`src/scs1_pkg.sv`:
```
`timescale 1ns / 1ps
`default_nettype none
// ----------------------------------------------------------------------------
// scs1_pkg
// Shared types, scancode constants and keymaps for the set-1 translator.
// ----------------------------------------------------------------------------
package scs1_pkg;

   // Input word and result word
   typedef struct packed {
      logic [7:0] scan_byte;
      logic       aux_flag;
   } req_type;

   typedef struct packed {
      logic       out_kind;
      logic [7:0] out_byte;
      logic [2:0] led_bits;
      logic       last;
   } rsp_type;

   // Command from the front end: up to four bytes, or one LED update
   typedef struct packed {
      logic            kind;
      logic [2:0]      leds;
      logic [1:0]      len_m1;
      logic [3:0][7:0] bytes;
   } cmd_type;

   localparam logic KIND_CHAR = 1'b0;
   localparam logic KIND_LED  = 1'b1;

   localparam logic [2:0] LED_SCROLL = 3'b001;
   localparam logic [2:0] LED_CAPS   = 3'b010;
   localparam logic [2:0] LED_NUM    = 3'b100;

   localparam logic [7:0] SC_PREFIX   = 8'he0;
   localparam logic [7:0] SC_CTRL     = 8'h1d;
   localparam logic [7:0] SC_CTRL_REL = 8'h9d;
   localparam logic [7:0] SC_LSHIFT   = 8'h2a;
   localparam logic [7:0] SC_RSHIFT   = 8'h36;
   localparam logic [7:0] SC_CAPS     = 8'h3a;
   localparam logic [7:0] SC_NUM      = 8'h45;
   localparam logic [7:0] SC_SCROLL   = 8'h46;
   localparam logic [7:0] SC_KP_ENTER = 8'h1c;
   localparam logic [7:0] SC_KP_SLASH = 8'h35;
   localparam logic [7:0] SC_UP       = 8'h48;
   localparam logic [7:0] SC_DOWN     = 8'h50;
   localparam logic [7:0] SC_RIGHT    = 8'h4d;
   localparam logic [7:0] SC_LEFT     = 8'h4b;
   localparam logic [7:0] SC_HOME     = 8'h47;
   localparam logic [7:0] SC_END      = 8'h4f;
   localparam logic [7:0] SC_DELETE   = 8'h53;
   localparam logic [7:0] SC_PGUP     = 8'h49;
   localparam logic [7:0] SC_PGDN     = 8'h51;

   localparam logic [7:0] CH_ESC   = 8'h1b;
   localparam logic [7:0] CH_LF    = 8'h0a;
   localparam logic [7:0] CH_CSI   = 8'h5b;  // '['
   localparam logic [7:0] CH_SS3   = 8'h4f;  // 'O'
   localparam logic [7:0] CH_SLASH = 8'h2f;
   localparam logic [7:0] CH_TILDE = 8'h7e;

   localparam int unsigned MAP_LEN = 58;

   localparam logic [7:0] MAP_PLAIN [0:MAP_LEN-1] = '{
      8'h00, 8'h1b, 8'h31, 8'h32, 8'h33, 8'h34, 8'h35, 8'h36,
      8'h37, 8'h38, 8'h39, 8'h30, 8'h2d, 8'h3d, 8'h7f, 8'h09,
      8'h71, 8'h77, 8'h65, 8'h72, 8'h74, 8'h79, 8'h75, 8'h69,
      8'h6f, 8'h70, 8'h5b, 8'h5d, 8'h0d, 8'h00, 8'h61, 8'h73,
      8'h64, 8'h66, 8'h67, 8'h68, 8'h6a, 8'h6b, 8'h6c, 8'h3b,
      8'h27, 8'h60, 8'h00, 8'h5c, 8'h7a, 8'h78, 8'h63, 8'h76,
      8'h62, 8'h6e, 8'h6d, 8'h2c, 8'h2e, 8'h2f, 8'h00, 8'h00,
      8'h00, 8'h20
   };

   localparam logic [7:0] MAP_SHIFT [0:MAP_LEN-1] = '{
      8'h00, 8'h1b, 8'h21, 8'h40, 8'h23, 8'h24, 8'h25, 8'h5e,
      8'h26, 8'h2a, 8'h28, 8'h29, 8'h5f, 8'h2b, 8'h7f, 8'h09,
      8'h51, 8'h57, 8'h45, 8'h52, 8'h54, 8'h59, 8'h55, 8'h49,
      8'h4f, 8'h50, 8'h7b, 8'h7d, 8'h0d, 8'h00, 8'h41, 8'h53,
      8'h44, 8'h46, 8'h47, 8'h48, 8'h4a, 8'h4b, 8'h4c, 8'h3a,
      8'h22, 8'h7e, 8'h00, 8'h7c, 8'h5a, 8'h58, 8'h43, 8'h56,
      8'h42, 8'h4e, 8'h4d, 8'h3c, 8'h3e, 8'h3f, 8'h00, 8'h00,
      8'h00, 8'h20
   };

   localparam logic [7:0] MAP_CTRL [0:MAP_LEN-1] = '{
      8'h00, 8'h1b, 8'h00, 8'h00, 8'h00, 8'h00, 8'h00, 8'h00,
      8'h00, 8'h00, 8'h00, 8'h00, 8'h00, 8'h00, 8'h08, 8'h09,
      8'h11, 8'h17, 8'h05, 8'h12, 8'h14, 8'h19, 8'h15, 8'h09,
      8'h0f, 8'h10, 8'h00, 8'h00, 8'h0a, 8'h00, 8'h01, 8'h13,
      8'h04, 8'h06, 8'h07, 8'h08, 8'h0a, 8'h0b, 8'h0c, 8'h00,
      8'h00, 8'h00, 8'h00, 8'h00, 8'h1a, 8'h18, 8'h03, 8'h16,
      8'h02, 8'h0e, 8'h0d, 8'h00, 8'h00, 8'h00, 8'h00, 8'h00,
      8'h00, 8'h20
   };

   // Character for a make code under the current modifiers; 0 means none
   function automatic logic [7:0] key_lookup(input logic [7:0] code,
                                             input logic       ctrl,
                                             input logic       shift,
                                             input logic       caps);
      logic [5:0] idx;
      logic [7:0] c;
      idx = code[5:0];
      c   = 8'h00;
      if (code < 8'(MAP_LEN)) begin
         if (ctrl) begin
            c = MAP_CTRL[idx];
         end else begin
            c = shift ? MAP_SHIFT[idx] : MAP_PLAIN[idx];
            if (caps && (((c >= 8'h61) && (c <= 8'h7a)) ||
                         ((c >= 8'h41) && (c <= 8'h5a)))) begin
               c = c ^ 8'h20;
            end
         end
      end
      return c;
   endfunction

endpackage
`default_nettype wire

```
`src/scs1_front.sv`:
```
`timescale 1ns / 1ps
`default_nettype none
// ----------------------------------------------------------------------------
// scs1_front
// Accepts scancode words, tracks modifier, prefix and LED state, and turns
// each word that produces output into one command for the back end.
// ----------------------------------------------------------------------------
module scs1_front
   import scs1_pkg::*;
(
   input  wire logic    clock,
   input  wire logic    reset,
   input  wire logic    accept,
   input  wire req_type req,
   input  wire logic    cursor_app_mode,
   input  wire logic    text_enable,
   output logic         cmd_push,
   output cmd_type      cmd
);

   logic       shift_held_ff, shift_held_in;
   logic       ctrl_held_ff,  ctrl_held_in;
   logic       caps_on_ff,    caps_on_in;
   logic       prefix_seen_ff, prefix_seen_in;
   logic [2:0] lock_leds_ff,  lock_leds_in;

   always_ff @(posedge clock) begin
      if (reset) begin
         shift_held_ff  <= 1'b0;
         ctrl_held_ff   <= 1'b0;
         caps_on_ff     <= 1'b0;
         prefix_seen_ff <= 1'b0;
         lock_leds_ff   <= 3'b000;
      end else begin
         shift_held_ff  <= shift_held_in;
         ctrl_held_ff   <= ctrl_held_in;
         caps_on_ff     <= caps_on_in;
         prefix_seen_ff <= prefix_seen_in;
         lock_leds_ff   <= lock_leds_in;
      end
   end

   always_comb begin
      logic [7:0] sb;
      logic [7:0] code;
      logic       rel;
      logic       plain;
      logic [7:0] c;
      logic [7:0] mid;
      logic [2:0] leds;

      sb   = req.scan_byte;
      code = {1'b0, sb[6:0]};
      rel  = sb[7];
      plain = 1'b0;
      c    = 8'h00;
      mid  = cursor_app_mode ? CH_SS3 : CH_CSI;
      leds = lock_leds_ff;

      shift_held_in  = shift_held_ff;
      ctrl_held_in   = ctrl_held_ff;
      caps_on_in     = caps_on_ff;
      prefix_seen_in = prefix_seen_ff;
      lock_leds_in   = lock_leds_ff;
      cmd_push       = 1'b0;
      cmd            = '0;
      cmd.kind       = KIND_CHAR;
      cmd.bytes[0]   = CH_ESC;

      if (accept && !req.aux_flag) begin
         if (sb == SC_PREFIX) begin
            prefix_seen_in = 1'b1;
         end else begin
            prefix_seen_in = 1'b0;
            plain          = 1'b1;
            if (prefix_seen_ff) begin
               plain = 1'b0;
               case (sb)
                  SC_CTRL:     ctrl_held_in = 1'b1;
                  SC_CTRL_REL: ctrl_held_in = 1'b0;
                  SC_KP_ENTER: begin
                     cmd_push     = 1'b1;
                     cmd.bytes[0] = CH_LF;
                  end
                  SC_KP_SLASH: begin
                     cmd_push     = 1'b1;
                     cmd.bytes[0] = CH_SLASH;
                  end
                  SC_UP, SC_DOWN, SC_RIGHT, SC_LEFT: begin
                     cmd_push     = 1'b1;
                     cmd.len_m1   = 2'd2;
                     cmd.bytes[1] = mid;
                     case (sb)
                        SC_UP:    cmd.bytes[2] = 8'h41;
                        SC_DOWN:  cmd.bytes[2] = 8'h42;
                        SC_RIGHT: cmd.bytes[2] = 8'h43;
                        default:  cmd.bytes[2] = 8'h44;
                     endcase
                  end
                  SC_HOME, SC_END, SC_DELETE, SC_PGUP, SC_PGDN: begin
                     cmd_push     = 1'b1;
                     cmd.len_m1   = 2'd3;
                     cmd.bytes[1] = CH_CSI;
                     cmd.bytes[3] = CH_TILDE;
                     case (sb)
                        SC_HOME:   cmd.bytes[2] = 8'h31;
                        SC_END:    cmd.bytes[2] = 8'h34;
                        SC_DELETE: cmd.bytes[2] = 8'h33;
                        SC_PGUP:   cmd.bytes[2] = 8'h35;
                        default:   cmd.bytes[2] = 8'h36;
                     endcase
                  end
                  default: plain = 1'b1;
               endcase
            end

            if (plain) begin
               if (code == SC_CTRL) begin
                  ctrl_held_in = !rel;
               end else if (code inside {SC_LSHIFT, SC_RSHIFT}) begin
                  shift_held_in = !rel;
               end else if ((code == SC_CAPS) && !rel) begin
                  caps_on_in = !caps_on_ff;
               end else if (!rel) begin
                  c = key_lookup(code, ctrl_held_ff, shift_held_ff, caps_on_ff);
               end

               case (sb)
                  SC_CAPS:   leds = lock_leds_ff ^ LED_CAPS;
                  SC_NUM:    leds = lock_leds_ff ^ LED_NUM;
                  SC_SCROLL: leds = lock_leds_ff ^ LED_SCROLL;
                  default:   leds = lock_leds_ff;
               endcase

               // Lock keys never map to a character, so one result at most
               if (leds != lock_leds_ff) begin
                  lock_leds_in = leds;
                  cmd_push     = 1'b1;
                  cmd.kind     = KIND_LED;
                  cmd.leds     = leds;
                  cmd.bytes[0] = 8'h00;
               end else if (text_enable && (c != 8'h00)) begin
                  cmd_push     = 1'b1;
                  cmd.bytes[0] = c;
               end
            end
         end
      end
   end

endmodule
`default_nettype wire

```
`src/scs1_queue.sv`:
```
`timescale 1ns / 1ps
`default_nettype none
// ----------------------------------------------------------------------------
// scs1_queue
// Small command queue between the front and back ends.
// ----------------------------------------------------------------------------
module scs1_queue
   import scs1_pkg::*;
#(
   parameter int unsigned DEPTH = 4
)(
   input  wire logic    clock,
   input  wire logic    reset,
   input  wire logic    push,
   input  wire cmd_type push_data,
   input  wire logic    pop,
   output cmd_type      pop_data,
   output logic         full,
   output logic         empty
);

   localparam int unsigned PTR_W = $clog2(DEPTH);
   localparam int unsigned CNT_W = $clog2(DEPTH + 1);

   cmd_type            mem_ff [DEPTH];
   logic [PTR_W-1:0]   wr_ptr_ff, wr_ptr_in;
   logic [PTR_W-1:0]   rd_ptr_ff, rd_ptr_in;
   logic [CNT_W-1:0]   count_ff,  count_in;
   logic               do_push, do_pop;

   assign full     = (count_ff == CNT_W'(DEPTH));
   assign empty    = (count_ff == '0);
   assign do_push  = push && !full;
   assign do_pop   = pop && !empty;
   assign pop_data = mem_ff[rd_ptr_ff];

   always_comb begin
      wr_ptr_in = wr_ptr_ff;
      rd_ptr_in = rd_ptr_ff;
      count_in  = count_ff;
      if (do_push) begin
         wr_ptr_in = (wr_ptr_ff == PTR_W'(DEPTH - 1)) ? '0 : wr_ptr_ff + PTR_W'(1);
      end
      if (do_pop) begin
         rd_ptr_in = (rd_ptr_ff == PTR_W'(DEPTH - 1)) ? '0 : rd_ptr_ff + PTR_W'(1);
      end
      if (do_push && !do_pop) begin
         count_in = count_ff + CNT_W'(1);
      end else if (do_pop && !do_push) begin
         count_in = count_ff - CNT_W'(1);
      end
   end

   always_ff @(posedge clock) begin
      if (reset) begin
         wr_ptr_ff <= '0;
         rd_ptr_ff <= '0;
         count_ff  <= '0;
      end else begin
         wr_ptr_ff <= wr_ptr_in;
         rd_ptr_ff <= rd_ptr_in;
         count_ff  <= count_in;
      end
   end

   always_ff @(posedge clock) begin
      if (do_push) begin
         mem_ff[wr_ptr_ff] <= push_data;
      end
   end

endmodule
`default_nettype wire

```
`src/scs1_back.sv`:
```
`timescale 1ns / 1ps
`default_nettype none
// ----------------------------------------------------------------------------
// scs1_back
// Expands queued commands into result words, one per cycle, into an output
// register that holds while the consumer stalls.
// ----------------------------------------------------------------------------
module scs1_back
   import scs1_pkg::*;
(
   input  wire logic    clock,
   input  wire logic    reset,
   input  wire cmd_type cmd,
   input  wire logic    cmd_empty,
   output logic         cmd_pop,
   output rsp_type      rsp_data,
   output logic         rsp_empty,
   input  wire logic    rsp_pop
);

   logic [1:0] idx_ff, idx_in;
   logic       out_valid_ff, out_valid_in;
   rsp_type    out_ff, out_in;
   logic       load, take, at_end;

   assign load    = !out_valid_ff || rsp_pop;
   assign take    = load && !cmd_empty;
   assign at_end  = (idx_ff == cmd.len_m1);
   assign cmd_pop = take && at_end;

   always_comb begin
      idx_in       = idx_ff;
      out_valid_in = load ? take : out_valid_ff;
      out_in       = out_ff;
      if (take) begin
         // advance through the command's bytes, drop it after the last one
         idx_in          = at_end ? 2'd0 : idx_ff + 2'd1;
         out_in.out_kind = cmd.kind;
         out_in.last     = at_end;
         if (cmd.kind == KIND_LED) begin
            out_in.out_byte = 8'h00;
            out_in.led_bits = cmd.leds;
         end else begin
            out_in.out_byte = cmd.bytes[idx_ff];
            out_in.led_bits = 3'b000;
         end
      end
   end

   always_ff @(posedge clock) begin
      if (reset) begin
         idx_ff       <= 2'd0;
         out_valid_ff <= 1'b0;
      end else begin
         idx_ff       <= idx_in;
         out_valid_ff <= out_valid_in;
      end
   end

   always_ff @(posedge clock) begin
      out_ff <= out_in;
   end

   assign rsp_data  = out_ff;
   assign rsp_empty = !out_valid_ff;

`ifndef NO_ASSERTIONS
   a_idx_in_range: assert property (@(posedge clock) disable iff (reset)
      !cmd_empty |-> (idx_ff <= cmd.len_m1))
      else $error("byte index past end of command");

   a_idx_idle_zero: assert property (@(posedge clock) disable iff (reset)
      cmd_empty |-> (idx_ff == 2'd0))
      else $error("byte index not rewound with no command pending");

   a_led_single: assert property (@(posedge clock) disable iff (reset)
      (out_valid_ff && (out_ff.out_kind == KIND_LED)) |-> (out_ff.last && out_ff.out_byte == 8'h00))
      else $error("LED word must be a lone word with zero byte");

   a_char_no_leds: assert property (@(posedge clock) disable iff (reset)
      (out_valid_ff && (out_ff.out_kind == KIND_CHAR)) |-> (out_ff.led_bits == 3'b000))
      else $error("character word carries LED bits");
`endif

endmodule
`default_nettype wire

```
`src/scancode_set1_to_ascii.sv`:
```
`timescale 1ns / 1ps
`default_nettype none
// ----------------------------------------------------------------------------
// scancode_set1_to_ascii
// PS/2 set-1 scancode to terminal character translator with lock LEDs.
// ----------------------------------------------------------------------------
// The front end takes one scancode word per cycle whenever the command queue
// (QUEUE_DEPTH entries) has room, updates the modifier, E0-prefix and LED
// state in that cycle, and queues one command for every word that yields
// output. The back end turns a command into 1 to 4 result words, one word per
// cycle while the consumer does not stall: a character or LED update is one
// word, an arrow key three and Home/End/Delete/PageUp/PageDown four, so the
// back end's byte sequencer sets the sustained rate. Words that yield nothing
// (prefix, modifiers, releases, aux bytes) are not queued. A command is
// registered in the queue before the back end loads its output register.
// ----------------------------------------------------------------------------
module scancode_set1_to_ascii
   import scs1_pkg::*;
#(
   parameter int unsigned QUEUE_DEPTH = 4
)(
   input  wire logic        clock,
   input  wire logic        reset,
   input  wire logic        req_push,
   input  wire req_type     req_data,
   output logic             req_full,
   output rsp_type          rsp_data,
   output logic             rsp_empty,
   input  wire logic        rsp_pop,
   input  wire logic        csr_psel,
   input  wire logic        csr_penable,
   input  wire logic        csr_pwrite,
   input  wire logic [2:0]  csr_paddr,
   input  wire logic [31:0] csr_pwdata,
   output logic [31:0]      csr_prdata,
   output logic             csr_pready
);

   localparam logic REG_CURSOR_MODE = 1'b0;
   localparam logic REG_TEXT_ENABLE = 1'b1;

   logic    cursor_app_mode_ff, cursor_app_mode_in;
   logic    text_enable_ff,     text_enable_in;
   logic    csr_write;
   logic    accept;
   logic    cmd_push, cmd_pop, q_full, q_empty;
   cmd_type cmd_in, cmd_out;

   // Register file
   assign csr_pready = 1'b1;
   assign csr_write  = csr_psel && csr_penable && csr_pwrite && csr_pready;

   always_comb begin
      cursor_app_mode_in = cursor_app_mode_ff;
      text_enable_in     = text_enable_ff;
      if (csr_write) begin
         case (csr_paddr[2])
            REG_CURSOR_MODE: cursor_app_mode_in = csr_pwdata[0];
            REG_TEXT_ENABLE: text_enable_in     = csr_pwdata[0];
            default: ;
         endcase
      end
   end

   always_ff @(posedge clock) begin
      if (reset) begin
         cursor_app_mode_ff <= 1'b0;
         text_enable_ff     <= 1'b1;
      end else begin
         cursor_app_mode_ff <= cursor_app_mode_in;
         text_enable_ff     <= text_enable_in;
      end
   end

   always_comb begin
      case (csr_paddr[2])
         REG_CURSOR_MODE: csr_prdata = {31'd0, cursor_app_mode_ff};
         REG_TEXT_ENABLE: csr_prdata = {31'd0, text_enable_ff};
         default:         csr_prdata = 32'd0;
      endcase
   end

   assign req_full = q_full;
   assign accept   = req_push && !q_full;

   scs1_front u_front (
      .clock           (clock),
      .reset           (reset),
      .accept          (accept),
      .req             (req_data),
      .cursor_app_mode (cursor_app_mode_ff),
      .text_enable     (text_enable_ff),
      .cmd_push        (cmd_push),
      .cmd             (cmd_in)
   );

   scs1_queue #(
      .DEPTH (QUEUE_DEPTH)
   ) u_queue (
      .clock     (clock),
      .reset     (reset),
      .push      (cmd_push),
      .push_data (cmd_in),
      .pop       (cmd_pop),
      .pop_data  (cmd_out),
      .full      (q_full),
      .empty     (q_empty)
   );

   scs1_back u_back (
      .clock     (clock),
      .reset     (reset),
      .cmd       (cmd_out),
      .cmd_empty (q_empty),
      .cmd_pop   (cmd_pop),
      .rsp_data  (rsp_data),
      .rsp_empty (rsp_empty),
      .rsp_pop   (rsp_pop)
   );

endmodule
`default_nettype wire
```
`config.mk`:
```
export PLATFORM = sky130hd
export DESIGN_NAME = scancode_set1_to_ascii
export DESIGN_NICKNAME = d
export VERILOG_FILES = /design/src/scs1_pkg.sv /design/src/scs1_front.sv /design/src/scs1_queue.sv /design/src/scs1_back.sv /design/src/scancode_set1_to_ascii.sv
export SDC_FILE = /design/constraint.sdc
export NUM_CORES = 1
export LEC_CHECK = 0
export ABC_CLOCK_PERIOD_IN_PS = 5970
export BUFFER_PORTS_ARGS = -buffer_cell sky130_fd_sc_hd__buf_2
export CAP_MARGIN = 20
export CELL_PAD_IN_SITES_DETAIL_PLACEMENT = 1
export CELL_PAD_IN_SITES_GLOBAL_PLACEMENT = 2
export CORE_MARGIN = 2
export CORE_UTILIZATION = 41
export DETAILED_ROUTE_END_ITERATION = 10
export PLACE_DENSITY_LB_ADDON = 0.1
export RECOVER_POWER = 25
export SLEW_MARGIN = 20
export SYNTH_ARGS = -nofsm -noshare
export SYNTH_HDL_FRONTEND = slang
export SYNTH_SLANG_ARGS = --single-unit
```
`constraint.sdc`:
```
create_clock -name clock -period 5.97 [get_ports clock]
set_input_delay 0.2985 -clock clock [delete_from_list [all_inputs] [get_ports clock]]
set_output_delay 0.2985 -clock clock [all_outputs]
set_load 0.005 [all_outputs]
```
==> results of run 1 <==
-- cells by family (layout without fill, tap and decap cells) --
logic type | after synthesis | count (layout) | synth area share (%)
simple gates | 220 | 220 | 16.7
xor+xnor | 9 | 9 | 1.11
fa+ha+maj | 22 | 22 | 3.99
buf+inv | 100 | 99 | 8.33
flops | 113 | 113 | 44.9
mux | 35 | 35 | 8.96
other cells | 2 | 33 | 0.106
compound gates | 158 | 158 | 16.0
-- cells in the final DEF (no fill, tap or decap), drive strengths merged, types with 13 or more instances in the layout --
| master | netlist | final |
|---|---|---|
| o21ai | 30 | 30 |
| edfxtp | 92 | 92 |
| clkbuf | 18 | 29 |
| nor2b | 21 | 21 |
| inv | 20 | 24 |
| nor3 | 14 | 14 |
| nand2b | 19 | 19 |
| mux4 | 22 | 22 |
| conb | 2 | 33 |
| nand3 | 15 | 15 |
| ha | 21 | 21 |
| nor2 | 51 | 51 |
| a211oi | 13 | 13 |
| a21oi | 41 | 41 |
| nand2 | 38 | 38 |
| dfxtp | 21 | 21 |
| buf | 60 | 34 |
| and3 | 13 | 13 |
-- layer usage --
layer | wire length [um] | vias up | share of wire, %
met5 | 0 | - | 0
met4 | 380 | 0 | 1.9
met3 | 700 | 23 | 3.5
met2 | 9680 | 116 | 49
met1 | 8970 | 2609 | 45
li1 | - | 2468 | -
-- registers in the layout (all words and copies together), names as in the netlist, named ones only --
name	count
u_back.out_valid_ff	1
u_back.rsp_data	12
u_queue.mem_ff	80
u_front.lock_leds_ff	3
u_front.shift_held_ff	1
u_queue.wr_ptr_ff	2
cursor_app_mode_ff	1
u_queue.rd_ptr_ff	2
u_back.idx_ff	2
u_front.prefix_seen_ff	1
u_queue.count_ff	3
u_front.caps_on_ff	1
text_enable_ff	1
u_front.ctrl_held_ff	1
-- power groups by stage --
stage / Combinational [uW] / Clock (uW) / Sequential [uW]
floorplan: 433 / 0 / 1010
global placement: 595 / 0 / 1010
detailed placement: 609 / 0 / 1020
CTS: 613 / 1010 / 1000
global route: 659 / 1030 / 1010
finish: 593 / 991 / 1000
-- cells in the mapped netlist (7+ instances only) --
| master | count | area share [%] |
|---|---|---|
| a211oi_1 | 12 | 1.3 |
| a21oi_1 | 40 | 2.8 |
| a31oi_1 | 9 | 0.79 |
| and2_1 | 8 | 0.71 |
| and3_1 | 13 | 1.1 |
| buf_2 | 12 | 0.85 |
| buf_4 | 39 | 4.1 |
| buf_6 | 7 | 1.1 |
| clkbuf_1 | 18 | 0.95 |
| dfxtp_1 | 21 | 5.9 |
| edfxtp_1 | 92 | 39 |
| ha_1 | 21 | 3.7 |
| inv_1 | 17 | 0.90 |
| mux2i_1 | 8 | 1.1 |
| mux4_2 | 22 | 7.0 |
| nand2_1 | 37 | 2.0 |
| nand2b_1 | 18 | 1.6 |
| nand3_1 | 15 | 1.1 |
| nand4_1 | 7 | 0.62 |
| nor2_1 | 50 | 2.6 |
| nor2b_1 | 21 | 1.9 |
| nor3_1 | 14 | 0.99 |
| o21ai_0 | 25 | 1.8 |
| xor2_1 | 8 | 0.99 |
-- worst max path at each step --
stage	from	to	slack, ns
after detailed placement	req_data[2]	u_queue.count_ff[2]	1.02
after global routing	req_data[2]	u_queue.count_ff[2]	0.54
after floorplan	req_data[1]	u_queue.count_ff[2]	1.83
after global placement	req_data[1]	u_queue.count_ff[2]	1.08
after CTS	req_data[2]	u_queue.count_ff[2]	1.44
final	req_data[2]	u_queue.count_ff[2]	0.98
-- worst max-delay path: cells and delay by family --
| kind | cells | cell delay, ns |
|---|---|---|
| simple gates | 4 | 1.12 |
| xor+xnor | 1 | 0.19 |
| mux | 1 | 0.26 |
| buf+inv | 3 | 1.07 |
| compound gates | 6 | 1.15 |
| fa+ha+maj | 3 | 1.23 |
-- final cells by class --
cell class / count / area [um^2]
clock buffers: 18 / 429
multi-input cells: 477 / 3430
repair buffers: 45 / 236
inverters: 22 / 83.8
fillers: 1901 / 9310
flip-flops and latches: 113 / 3180
clock inverters: 14 / 156
well taps: 225 / 282
-- metrics by stage --
stage,std cells,hold WS [ns],utilization (%),total power (uW),setup slack [ns]
after CTS,914,0.154,45.7,2620,1.44
after global placement,882,0.456,42.3,1610,1.08
after detailed placement,882,0.479,42.3,1630,1.02
after global routing,914,0.186,45.6,2710,0.541
after floorplan,690,0.394,-,1450,1.83
final,914,0.159,45.6,2590,0.981
==> impl_metrics.env, run 1 <==
export IMPL_violations="max-capacitance violations, max-slew violations"
export IMPL_fin_crit_ns=4.99
export IMPL_power_switching_uw=768
export IMPL_hold_viol_final=0
export IMPL_busiest_layer="met2"
export IMPL_max_cap_viol_count=1
export IMPL_syn_area_mm2=0.00709
export IMPL_hold_path_startpoint="rsp_pop"
export IMPL_drc=0
export IMPL_grt_pass1_vias=5270
export IMPL_start_util_pct=41.4
export IMPL_place_area_mm2=0.00724
export IMPL_fin_area_mm2=0.00780
export IMPL_crit_arrival_ns=5.33
export IMPL_synth_seq_area_share_pct=44.9
export IMPL_r2r_cells=11
export IMPL_grt_max_degree=45
export IMPL_cts_setup_buffers=0
export IMPL_die_h_um=136
export IMPL_finalNetCount=749
export IMPL_hold_path_cell_count=4
export IMPL_period_share_pct=83.6
export IMPL_wl_per_cell_um=21.6
export IMPL_layout_drive_gt1_share_pct=16.3
export IMPL_via_per_inst=5.71
export IMPL_hpwlAfterDp_mm=13.7
export IMPL_synth_seq_cells=113
export IMPL_gr_usage_met2_pct=36.6
export IMPL_clk_path_buf_depth=2
export IMPL_synth_edf_count=92
export IMPL_rr_endpoint="u_queue.count_ff[2]"
export IMPL_met3_usage_pct=3.40
export IMPL_setup_tns_ns=0
export IMPL_synth_async_reset_ratio_pct=0
export IMPL_antenna_found_initial=0
export IMPL_max_slew_margin_pct=-15.7
export IMPL_swShare_pct=29.7
export IMPL_wl_mm=19.7
export IMPL_grt_use_met1_pct=29.8
export IMPL_ioPinCount=99
export IMPL_reg2reg_slack_ns=1.77
export IMPL_fp_dieW_um=136
export IMPL_path_clk_slew_ns=0.05
export IMPL_rows=48
export IMPL_p_seq_share_pct=38.8
export IMPL_cts_sinks=113
export IMPL_outcome="finished, violations left"
export IMPL_skew_ns=0.00977
export IMPL_grt_pass1_wl_mm=30.6
export IMPL_hp_class="input port to flip-flop"
export IMPL_rsz0062_at_grt="no"
export IMPL_slew_viol_final=21
export IMPL_path_class="input port to flip-flop"
export IMPL_ys_dominant_reg_cell="edfxtp_1"
export IMPL_cts_tree="done"
export IMPL_required_ns=6.31
export IMPL_netlist_instances=659
export IMPL_worst_pin_slew_ns=1.74
export IMPL_powerDensity_mw_per_mm2=331
export IMPL_hold_buffers=0
export IMPL_clock_latency_ns=0.42
export IMPL_ant_nets=0
export IMPL_power_frac_clock_pct=38.3
export IMPL_track_usage_pct=22.2
export IMPL_max_freq_ghz=0.200
export IMPL_hold_end="u_back.out_valid_ff"
export IMPL_htree_levels=4
export IMPL_diodes=0
export IMPL_grt_overflow=0
export IMPL_p_int_uw=1820
export IMPL_drt_pass1_iterations=5
export IMPL_p_comb_share_pct=22.9
export IMPL_cts_resized=0
export IMPL_cpMaxStageDelayCell="ha_1"
export IMPL_leakagePower_uw=0.00277
export IMPL_finalSetupViolCount=0
export IMPL_critPathMaxStageDelay_ns=0.62
export IMPL_synth_avg_cell_area_um2=10.8
export IMPL_num_vias=5216
export IMPL_die_area_mm2=0.0184
export IMPL_yosysWarnings=0
export IMPL_io_buffers=32
export IMPL_yosysUniqueCellTypes=88
export IMPL_cp_start_kind="input port"
export IMPL_irDropWorstVdd_mv=0.202
export IMPL_end_kind="flip-flop"
export IMPL_drt_iter0_markers=303
export IMPL_numCtsBuffers=17
export IMPL_gp_congestion=0.868
export IMPL_coreArea_mm2=0.0171
export IMPL_critical_path_cell_chain="clkbuf_1 > inv_1 > ha_1 > nor2b_1 > nor3_1 > a211oi_1 > o32a_1 > a21oi_1 > o311ai_0 > mux2_4 > a21boi_2 > nor2_1 > ha_1 > inv_1 > fa_1 > xor2_1 > or3_1 > a21oi_1"
export IMPL_critPathMaxFanout=15
export IMPL_area_growth_pct=10.1
export IMPL_cts_root_buf="clkbuf_16"
Note: power is estimated with default switching activity, not from simulation.
==> run 2: changes to the inputs <==
--- a/config.mk
+++ b/config.mk
@@ -5,13 +5,13 @@
 export SDC_FILE = /design/constraint.sdc
 export NUM_CORES = 1
 export LEC_CHECK = 0
-export ABC_CLOCK_PERIOD_IN_PS = 5970
+export ABC_CLOCK_PERIOD_IN_PS = 4400
 export BUFFER_PORTS_ARGS = -buffer_cell sky130_fd_sc_hd__buf_2
 export CAP_MARGIN = 20
 export CELL_PAD_IN_SITES_DETAIL_PLACEMENT = 1
 export CELL_PAD_IN_SITES_GLOBAL_PLACEMENT = 2
 export CORE_MARGIN = 2
-export CORE_UTILIZATION = 41
+export CORE_UTILIZATION = 34
 export DETAILED_ROUTE_END_ITERATION = 10
 export PLACE_DENSITY_LB_ADDON = 0.1
 export RECOVER_POWER = 25
==> constraint.sdc (replaced) <==
create_clock -name clock -period 4.4 [get_ports clock]
set_input_delay 0.22 -clock clock [delete_from_list [all_inputs] [get_ports clock]]
set_output_delay 0.22 -clock clock [all_outputs]
set_load 0.005 [all_outputs]
==> run 2 against run 1 <==
Against the previous run: setup slack got worse by 0.57 ns; global-route usage decreased by 2.6 points; sequential share of layout area decreased by 2.0 points; critical endpoint unchanged; wire length increased by 6.1%; clock-buffer cell count unchanged; register-to-register slack got worse by 1.4 ns; the run now ends clean; first-iteration DRC count increased by 11%; sequential cell count unchanged.
==> impl_metrics.env, run 2 (same netlist as run 1, synthesis figures left out) <==
export IMPL_seqCellArea_mm2=0.00318
export IMPL_numCtsBuffers=17
export IMPL_num_vias=5346
export IMPL_rsz0062_at_grt="no"
export IMPL_fp_dieW_um=148
export IMPL_rr_startpoint="u_front.shift_held_ff"
export IMPL_fin_crit_ns=3.99
export IMPL_clk_path_buf_depth=2
export IMPL_total_power_uw=3620
export IMPL_antenna_found_initial=0
export IMPL_finalSetupViolCount=0
export IMPL_hold_end="u_back.out_valid_ff"
export IMPL_die_h_um=148
export IMPL_ioPinCount=99
export IMPL_r2r_cells=15
export IMPL_cts_tree="done"
export IMPL_drt_iter0_markers=335
export IMPL_layout_commonest_cell="edfxtp_1"
export IMPL_start_util_pct=34.8
export IMPL_htree_levels=4
export IMPL_cpMaxStageDelayCell="dfxtp_2"
export IMPL_max_slew_margin_pct=13.7
export IMPL_p_comb_share_pct=23.0
export IMPL_hold_buffers=0
export IMPL_crit_arrival_ns=4.33
export IMPL_io_buffers=32
export IMPL_hpwlAfterDp_mm=15.4
export IMPL_cts_sinks=113
export IMPL_drt_pass1_iterations=4
export IMPL_rr_endpoint="u_queue.count_ff[2]"
export IMPL_irDropWorstVdd_mv=0.214
export IMPL_critPathMaxStageDelay_ns=0.63
export IMPL_leakagePower_uw=0.00297
export IMPL_grt_overflow=0
export IMPL_critPathMaxFanout=19
export IMPL_period_share_pct=90.7
export IMPL_reg2reg_slack_ns=0.41
export IMPL_hp_class="input port to flip-flop"
export IMPL_dr_wl_met2_mm=10.3
export IMPL_cts_root_buf="clkbuf_16"
export IMPL_wl_mm=20.9
export IMPL_area_growth_pct=15.6
export IMPL_swShare_pct=29.3
export IMPL_fillers=2269
export IMPL_largest_reg_flops=80
export IMPL_via_per_inst=5.36
export IMPL_critical_path_cell_chain="nor3b_1 > o311a_1 > a41oi_1 > nand3_1 > nor2_1 > a211o_1 > nor3b_1 > a21boi_2 > nor2_1 > ha_1 > inv_1 > fa_1 > xor2_1 > or3_1 > a21oi_1"
export IMPL_max_freq_ghz=0.251
export IMPL_fin_util_pct=40.3
export IMPL_wl_per_cell_um=21.0
export IMPL_coreArea_mm2=0.0204
export IMPL_hold_path_startpoint="rsp_pop"
export IMPL_track_usage_pct=19.6
export IMPL_multi_input_area_mm2=0.00343
export IMPL_p_int_uw=2560
export IMPL_mostFrequentLayoutCells="92 x edfxtp_1, 50 x nor2_1, 45 x buf_4"
export IMPL_diodes=0
export IMPL_ant_nets=0
export IMPL_p_seq_share_pct=37.7
export IMPL_clock_latency_ns=0.41
export IMPL_power_frac_clock_pct=39.3
export IMPL_whs_ns=0.0852
export IMPL_skew_ns=0.0135
export IMPL_end_kind="flip-flop"
export IMPL_wl_met1_mm=9.51
export IMPL_required_ns=4.74
export IMPL_drc=0
export IMPL_layout_drive_gt1_share_pct=20.8
export IMPL_gp_congestion=0.903
export IMPL_path_clk_slew_ns=0.06
export IMPL_power_switching_uw=1060
export IMPL_grt_pass1_vias=5569
export IMPL_worst_pin_slew_ns=1.29
export IMPL_cp_start_kind="flip-flop"
export IMPL_cts_resized=0
export IMPL_setup_tns_ns=0
export IMPL_die_area_mm2=0.0220
export IMPL_finalNetCount=787
export IMPL_slew_viol_final=0
export IMPL_stdcell_count=997
export IMPL_path_class="flip-flop to flip-flop"
export IMPL_route_top_layer_used="met4"
export IMPL_hold_path_cell_count=4
export IMPL_cts_setup_buffers=0
export IMPL_placedCellCount=965
export IMPL_wl_met3_um=738
export IMPL_hold_viol_final=0
export IMPL_powerDensity_mw_per_mm2=442
export IMPL_grt_max_degree=64
export IMPL_max_cap_viol_count=0
export IMPL_regMostFlops="u_queue.mem_ff"
export IMPL_grt_pass1_wl_mm=32.8
export IMPL_outcome="complete, no violations"
export IMPL_rows=52
[run 2: critical path: cells and delay by family (launching register included)]
kind,cells,cell delay (ns)
AOI/OAI and AO/OA,5,0.99
xor gates and xnor gates,1,0.18
adders and majority gates,2,0.62
buffers and inverters,1,0.08
DFF,1,0.63
and+or+nand+nor,6,1.41
[run 2: worst max-delay path by stage]
stage	end	slack, ns	start	cells after the start
2_1_floorplan	u_queue.count_ff[2]	0.33	req_data[1]	20
4_1_cts	u_queue.count_ff[2]	0.13	u_front.shift_held_ff	15
3_5_place_dp	u_queue.count_ff[2]	0.12	req_data[1]	18
5_1_grt	u_queue.count_ff[2]	0.24	u_front.shift_held_ff	15
3_3_place_gp	u_queue.count_ff[2]	0.22	req_data[1]	18
6_report	u_queue.count_ff[2]	0.41	u_front.shift_held_ff	15
[run 2: through the flow]
stage	area [um^2]	setup slack, ns
CTS	8220	0.132
detailed placement	7610	0.119
floorplan	7210	0.334
global placement	7610	0.220
finish	8200	0.409
global route	8200	0.240
[run 2: layout make-up]
class                      instances  share of cell area (%)
clock buffer                      18                    5.36
tap                              270                    4.12
inverter                          22                    1.02
clock inverter                    14                    2.17
timing repair buffer              83                    6.62
multi-input combinational        477                    41.9
sequential                       113                    38.8
[run 2: per-layer routing]
layer	GRT usage (%)	up-vias
met5	0	-
met4	7.76	0
met3	2.79	21
met2	32.5	119
met1	25.9	2656
li1	-	2550
[run 2: power by group through the flow]
stage	sequential (uW)	combinational (uW)	clock, uW
2_1_floorplan	1370	588	0
3_3_place_gp	1380	842	0
3_5_place_dp	1390	860	0
4_1_cts	1370	865	1450
5_1_grt	1380	929	1500
6_report	1370	833	1420
